**src/rtl/fmse_pkg.sv**
```systemverilog
// ----------------------------------------------------------------------------
// fmse_pkg
// Shared widths, codes, constants, tables and control/status bundles of the
// first-zero sketch estimator.
// ----------------------------------------------------------------------------
package fmse_pkg;

    // Item fields
    localparam int NODE_W   = 12;
    localparam int VEC_W    = 64;
    localparam int CNT_W    = 7;
    localparam int EST_W    = 64;
    localparam int SUM_W    = 16;
    localparam int ROUNDS_W = 10;

    // Sum store
    localparam int NODES    = 4096;
    localparam int NODE_AW  = $clog2(NODES);

    // Operation codes
    localparam logic OP_ACC = 1'b0;
    localparam logic OP_EST = 1'b1;

    // Register map: register select is paddr[2]
    localparam int   PADDR_W    = 3;
    localparam logic REG_WIDE   = 1'b0;
    localparam logic REG_ROUNDS = 1'b1;

    // Estimate arithmetic
    localparam int QUO_W     = SUM_W + 8;         // Q.8 mean
    localparam int DIV_STEPS = QUO_W;             // one quotient bit per step
    localparam int MUL_STEPS = 9;                 // eight root steps, then 1/c
    localparam int STEP_W    = 5;
    localparam int M_W       = 32;
    localparam int COEF_W    = 31;

    localparam logic [COEF_W-1:0] ONE_Q30   = 31'd1073741824;
    localparam logic [COEF_W-1:0] INV_C_Q30 = 31'd1388142135;

    // 2^(2^(k-8)) in Q30, k = 0 .. 7
    function automatic logic [COEF_W-1:0] f_root_q30(input logic [2:0] k);
        logic [COEF_W-1:0] r;
        begin
            case (k)
                3'd0:    r = 31'd1076653033;
                3'd1:    r = 31'd1079572136;
                3'd2:    r = 31'd1085434106;
                3'd3:    r = 31'd1097253708;
                3'd4:    r = 31'd1121280436;
                3'd5:    r = 31'd1170923762;
                3'd6:    r = 31'd1276901417;
                default: r = 31'd1518500250;
            endcase
            return r;
        end
    endfunction

    // Controller -> datapath
    typedef struct packed {
        logic       cap_in;     // input word accepted, start read of its sum
        logic       acc_wr;     // write back saturated sum
        logic       est_ld;     // load dividend, clear the sum
        logic       div_step;   // one restoring-division step
        logic       mul_step;   // one mantissa multiply
        logic [3:0] mul_idx;    // which multiply step
        logic       fin;        // final shift and saturation
        logic       load_out;   // move result into output register
        logic       clr_step;   // clearing pass, one entry
    } t_cmd;

    // Datapath -> controller
    typedef struct packed {
        logic out_free;
        logic clr_last;
    } t_sts;

endpackage

```
**src/rtl/fmse_ctrl.sv**
```systemverilog
// ----------------------------------------------------------------------------
// fmse_ctrl
// Sequencer: clearing pass, word intake, accumulate write-back, divide and
// multiply step counting, result hand-off.
// ----------------------------------------------------------------------------
module fmse_ctrl (
    input  logic           i_clk,
    input  logic           i_rst_n,
    input  logic           i_in_valid,
    input  logic           i_in_op,
    output logic           o_in_ready,
    input  fmse_pkg::t_sts i_sts,
    output fmse_pkg::t_cmd o_cmd
);

    localparam logic [2:0] S_CLEAR  = 3'd0;
    localparam logic [2:0] S_IDLE   = 3'd1;
    localparam logic [2:0] S_ACC    = 3'd2;
    localparam logic [2:0] S_EST_RD = 3'd3;
    localparam logic [2:0] S_DIV    = 3'd4;
    localparam logic [2:0] S_MUL    = 3'd5;
    localparam logic [2:0] S_FIN    = 3'd6;
    localparam logic [2:0] S_DONE   = 3'd7;

    localparam logic [fmse_pkg::STEP_W-1:0] DIV_LAST =
        fmse_pkg::STEP_W'(fmse_pkg::DIV_STEPS - 1);
    localparam logic [fmse_pkg::STEP_W-1:0] MUL_LAST =
        fmse_pkg::STEP_W'(fmse_pkg::MUL_STEPS - 1);

    logic [2:0]                  r_state;
    logic [2:0]                  n_state;
    logic [fmse_pkg::STEP_W-1:0] r_step;
    logic [fmse_pkg::STEP_W-1:0] n_step;

    always_comb begin
        n_state    = r_state;
        n_step     = r_step;
        o_in_ready = 1'b0;
        o_cmd      = '0;
        o_cmd.mul_idx = r_step[3:0];
        case (r_state)
            S_CLEAR: begin
                o_cmd.clr_step = 1'b1;
                if (i_sts.clr_last) begin
                    n_state = S_IDLE;
                end
            end
            S_IDLE: begin
                o_in_ready = 1'b1;
                if (i_in_valid) begin
                    o_cmd.cap_in = 1'b1;
                    n_state = (i_in_op == fmse_pkg::OP_EST) ? S_EST_RD : S_ACC;
                end
            end
            S_ACC: begin
                o_cmd.acc_wr = 1'b1;
                if (i_sts.out_free) begin
                    o_cmd.load_out = 1'b1;
                    n_state = S_IDLE;
                end else begin
                    n_state = S_DONE;
                end
            end
            S_EST_RD: begin
                o_cmd.est_ld = 1'b1;
                n_step  = '0;
                n_state = S_DIV;
            end
            S_DIV: begin
                o_cmd.div_step = 1'b1;
                if (r_step == DIV_LAST) begin
                    n_step  = '0;
                    n_state = S_MUL;
                end else begin
                    n_step = r_step + 1'b1;
                end
            end
            S_MUL: begin
                o_cmd.mul_step = 1'b1;
                if (r_step == MUL_LAST) begin
                    n_step  = '0;
                    n_state = S_FIN;
                end else begin
                    n_step = r_step + 1'b1;
                end
            end
            S_FIN: begin
                o_cmd.fin = 1'b1;
                n_state = S_DONE;
            end
            S_DONE: begin
                if (i_sts.out_free) begin
                    o_cmd.load_out = 1'b1;
                    n_state = S_IDLE;
                end
            end
            default: begin
                n_state = S_IDLE;
            end
        endcase
    end

    always_ff @(posedge i_clk) begin
        if (!i_rst_n) begin
            r_state <= S_CLEAR;
            r_step  <= '0;
        end else begin
            r_state <= n_state;
            r_step  <= n_step;
        end
    end

endmodule

```
**config.mk**
```make
export PLATFORM = sky130hd
export DESIGN_NAME = fmse_ctrl
export DESIGN_NICKNAME = d
export VERILOG_FILES = /design/src/rtl/fmse_pkg.sv /design/src/rtl/fmse_ctrl.sv
export SDC_FILE = /design/constraint.sdc
export NUM_CORES = 1
export LEC_CHECK = 0
export BUFFER_PORTS_ARGS = -buffer_cell sky130_fd_sc_hd__buf_2
export CORE_UTILIZATION = 43
export CTS_CLUSTER_SIZE = 8
export DETAILED_ROUTE_END_ITERATION = 16
export GPL_ROUTABILITY_DRIVEN = 0
export MAX_ROUTING_LAYER = met4
export PLACE_DENSITY = 0.78
export SLEW_MARGIN = 20
export SYNTH_ARGS = -nofsm -noshare
export SYNTH_HDL_FRONTEND = slang
export SYNTH_SLANG_ARGS = --single-unit
```
**constraint.sdc**
```tcl
create_clock -name i_clk -period 1.22 [get_ports i_clk]
set_input_delay 0 -clock i_clk [delete_from_list [all_inputs] [get_ports i_clk]]
set_output_delay 0 -clock i_clk [all_outputs]
set_load 0.1 [all_outputs]
```
* Word-level counts from Yosys, hierarchy flattened
Cells that the tools add are included.
Word-level totals: bits of input ports 6, register bits after elaboration 8
Operators by class: $add $sub $neg 1, equality and inequality tests 14, multiplexer cells 22, reductions and logical operators 4
Operators with widths (count):
- one-hot mux 3 bit (8 select lines) | 1
- 2-to-1 mux 3 bit | 6
- one-hot mux 5 bit (3 select lines) | 1
- == test 3 bit, second input constant | 4
- 2-to-1 mux 1 bit | 12
- 2-to-1 mux 5 bit | 2
- inequality test 2 bit, second input constant | 5
- == test 3 x 2 -> 1 bit, second input constant | 2
- adder 5 x 1 -> 5 bit, second input constant | 1
- == test 5 x 4 -> 1 bit, second input constant | 1
- == test 5 bit, second input constant | 1
- AND reduction 5 bit | 1
- == test 3 x 1 -> 1 bit, second input constant | 1
- logical NOT 3 bit | 1
- nonzero test 3 bit | 1
- OR reduction 2 bit | 1

* Logic depth before layout (Yosys ltp)
depth after elaboration 3, depth in mapped cells 6

* Least setup slack after synthesis
OpenSTA, ideal clock, no wires.
kind register -> output, from register r_state[0], to output port o_cmd[11] (netlist name), path slack -2389 ps, arrival 3609 ps, cell stages (with the launch flop) 5, cell sequence dfxtp_1 -> buf_2 -> inv_2 -> nor3_1 -> and2_1
RTL lines:
- from (decl) | RTL line fmse_ctrl.sv:30 | logic [2:0] r_state;
- from (signal assigned) | RTL line fmse_ctrl.sv:108 | r_state <= n_state;
- to (decl) | RTL line fmse_ctrl.sv:13 | output fmse_pkg::t_cmd o_cmd

==> impl_metrics.sql <==
INSERT INTO impl_metrics (metric_group, metric, value, unit) VALUES
('sta', 'finalCritPeriodShare', '113', '%'),
('placement', 'io_buffers', '18', ''),
('critical_path', 'end_kind', 'primary output', ''),
('logic_synthesis', 'synth.largest_area_cell', 'sky130_fd_sc_hd__dfxtp_1', ''),
('detailed_routing', 'final_routed_wirelength_across_all_metal_layers', '2.47', 'mm'),
('final_layout', 'highest_count_cells_in_the_layout_ignoring_fill_and_taps', 'sky130_fd_sc_hd__buf_4, sky130_fd_sc_hd__buf_12, sky130_fd_sc_hd__nand2_1, sky130_fd_sc_hd__buf_2, sky130_fd_sc_hd__buf_6', ''),
('final_layout', 'num-fill-cells', '54', ''),
('logic_synthesis', 'synth.lib_cells_used.distinct', '36', ''),
('global_route', 'gr-usage-all-layers', '30.7', '%'),
('final_layout', 'multiInputGateArea', '502', 'um^2'),
('logic_synthesis', 'mappedNetlistArea', '608', 'um^2'),
('sta', 'final-hold-violation-count', '0', ''),
('clock_network', 'tritoncts_buffers', '3', ''),
('final_layout', 'insertedDiodeCount', '0', ''),
('logic_synthesis', 'synth_warnings', '0', ''),
('global_route', 'grt_start_max_net_pins', '12', ''),
('logic_synthesis', 'post_synth_mux_area_share', '0', '%'),
('die', 'die_area', '0.00157', 'mm^2'),
('sta', 'finalCriticalPeriod', '1.38', 'ns'),
('sta', 'setup_ws', '-0.155', 'ns'),
('clock_network', 'clk_pin_slew_worst_paths', '0.06', 'ns'),
('detailed_routing', 'met3WireLength', '131', 'um'),
('logic_synthesis', 'synth-adder-area-share', '4.12', '%'),
('clock_network', 'clock_tree.root_cell', 'sky130_fd_sc_hd__clkbuf_4', ''),
('detailed_routing', 'met2RoutedLength', '1.21', 'mm'),
('logic_synthesis', 'synth_xor_xnor_area_share', '1.44', '%'),
('final_layout', 'layout.cells.most_common', 'sky130_fd_sc_hd__buf_4', ''),
('die', 'coreArea', '0.00130', 'mm^2'),
('logic_synthesis', 'synth_ff_type', 'sky130_fd_sc_hd__dfxtp_1', ''),
('min_path', 'hold_path.class', 'input pin to flip-flop', ''),
('power', 'switching_fraction', '43.0', '%'),
('power', 'power_frac_comb', '53.5', '%'),
('logic_synthesis', 'synth-seq-area-share', '26.3', '%'),
('placement', 'dp_hpwl', '1.34', 'mm'),
('critical_path', 'worst_setup_path_start_kind', 'flip-flop', ''),
('clock_network', 'max-clock-path-buffers', '2', ''),
('critical_path', 'timing.critical_path.fanout_max', '3', ''),
('detailed_routing', 'drc_errors', '0', ''),
('global_route', 'gr-total-overflow', '0', ''),
('detailed_routing', 'detail_route.first_pass.iterations', '5', ''),
('logic_synthesis', 'synthArstFlopShare', '0', '%'),
('critical_path', 'worstPathRequired', '1.22', 'ns'),
('power', 'net_switching_power', '465', 'uW'),
('logic_synthesis', 'compound_cell_area_share_of_the_yosys_netlist', '21.2', '%'),
('power', 'share_seq_of_total_power', '26.8', '%'),
('detailed_routing', 'detail-route-antenna-nets', '0', ''),
('detailed_routing', 'top_signal_layer_used', 'met4', ''),
('global_route', 'grt_first_pass_wirelength', '3.07', 'mm'),
('run_status', 'run_status', 'finished, violations left', ''),
('global_route', 'vias_in_the_first_global_route', '685', ''),
('final_layout', 'final_layout_size_suffix_gt1_share', '64.9', '%'),
('run_status', 'failed_checks', 'negative setup slack', ''),
('logic_synthesis', 'synthesis.instances', '81', ''),
('sta', 'rsz_0062_raised_after_global_routing', 'yes', ''),
('power', 'clock_power_share', '19.7', '%'),
('logic_synthesis', 'yosys_register_bits', '8', ''),
('die', 'die_y', '39.6', 'um'),
('logic_synthesis', 'postSynthNetCount', '89', ''),
('detailed_routing', 'post_drt_via_cell_ratio', '5.89', ''),
('power', 'power.leakage', '0.467', 'nW'),
('sta', 'fmax', '727', 'MHz'),
('sta', 'report.final.setup_viol', '12', ''),
('die', 'boundaryPins', '19', ''),
('power', 'power.ir.vdd_worst', '0.000723', 'V'),
('flow_run', 'drv_cap', '0', ''),
('final_layout', 'synthToLayoutAreaGrowth', '92.4', '%'),
('power', 'p_int', '616', 'uW'),
('die', 'starting_density', '46.7', '%'),
('logic_synthesis', 'synth_top_area_share', '26.3', '%'),
('sta', 'max-slew-margin-rel', '67.8', '%'),
('clock_network', 'clkSinkCount', '8', '');
-- state kept, by name, indices dropped and copies added (netlist names) --
register	flops
r_state	3
r_step	5
-- power groups by stage --
stage | combinational [mW] | clock, mW | sequential, mW
4_1_cts | 0.531 | 0.208 | 0.289
2_1_floorplan | 0.322 | 0 | 0.291
3_5_place_dp | 0.489 | 0 | 0.294
6_report | 0.578 | 0.213 | 0.290
5_1_grt | 0.596 | 0.222 | 0.290
3_3_place_gp | 0.477 | 0 | 0.293
-- logic make-up (layout without fill, tap and decap cells) --
group,count (synthesis),after routing
and+or+nand+nor,39,39
adders and majority gates,2,2
AOI/OAI and AO/OA,18,18
xor gates and xnor gates,1,1
buffers and inverters,13,46
DFF,8,8
-- metal layers --
metal  up-vias  GRT usage (%)
met3         8           6.82
li1        347              -
met4         0           8.62
met1       372           36.1
met5         -              -
met2        33           52.0
-- layout make-up --
type	count	share of cell area, %
well taps	15	1.60
clock buffers	3	1.93
multi-input cells	60	42.9
inverters	4	2.03
flip-flops and latches	8	14.3
repair buffers	39	37.2
-- worst paths after layout --
check	from	to	slack (ns)	cells past startpoint
max reg2reg	r_step[1]	r_state[1]	-0.12	6
min reg2reg	r_step[4]	r_state[0]	0.64	2
max	r_state[2]	o_cmd[1]	-0.16	4
min	i_rst_n	r_state[0]	0.08	3
-- Yosys cell counts (3+ instances only) --
cell / n
sky130_fd_sc_hd__nor2_1: 5
sky130_fd_sc_hd__o21ai_1: 3
sky130_fd_sc_hd__nand3_1: 4
sky130_fd_sc_hd__dfxtp_1: 8
sky130_fd_sc_hd__nand2b_1: 3
sky130_fd_sc_hd__o21ai_0: 3
sky130_fd_sc_hd__inv_1: 3
sky130_fd_sc_hd__nand2_1: 11
sky130_fd_sc_hd__buf_4: 4
-- critical path, stage by stage (launching register included) --
cell and delay [ns]:
sky130_fd_sc_hd__dfxtp_2 0.34, sky130_fd_sc_hd__and2b_2 0.24, sky130_fd_sc_hd__nand3b_1 0.17, sky130_fd_sc_hd__a21oi_2 0.17, sky130_fd_sc_hd__buf_12 0.19
-- what timing repair did --
action,4_1_cts,5_1_grt
resized for setup,17,14
hold buffers,0,0
pin swaps,5,10
setup buffers,4,2
endpoints found under the hold margin,0,0
setup endpoints to repair,14,15
cloned,0,0
-- stage by stage --
stage / hold WS (ns) / total power [mW] / cells / area, um^2 / utilization [%]
after CTS: 0.0784 / 1.03 / 127 / 1100 / 84.6
after detailed placement: 0.348 / 0.783 / 121 / 993 / 76.3
after global routing: 0.0944 / 1.11 / 129 / 1170 / 89.9
final: 0.0793 / 1.08 / 129 / 1170 / 89.9
after global placement: 0.343 / 0.770 / 121 / 993 / 76.3
after floorplan: 0.238 / 0.613 / 81 / 667 / -
(Power assumes the default switching activity.)
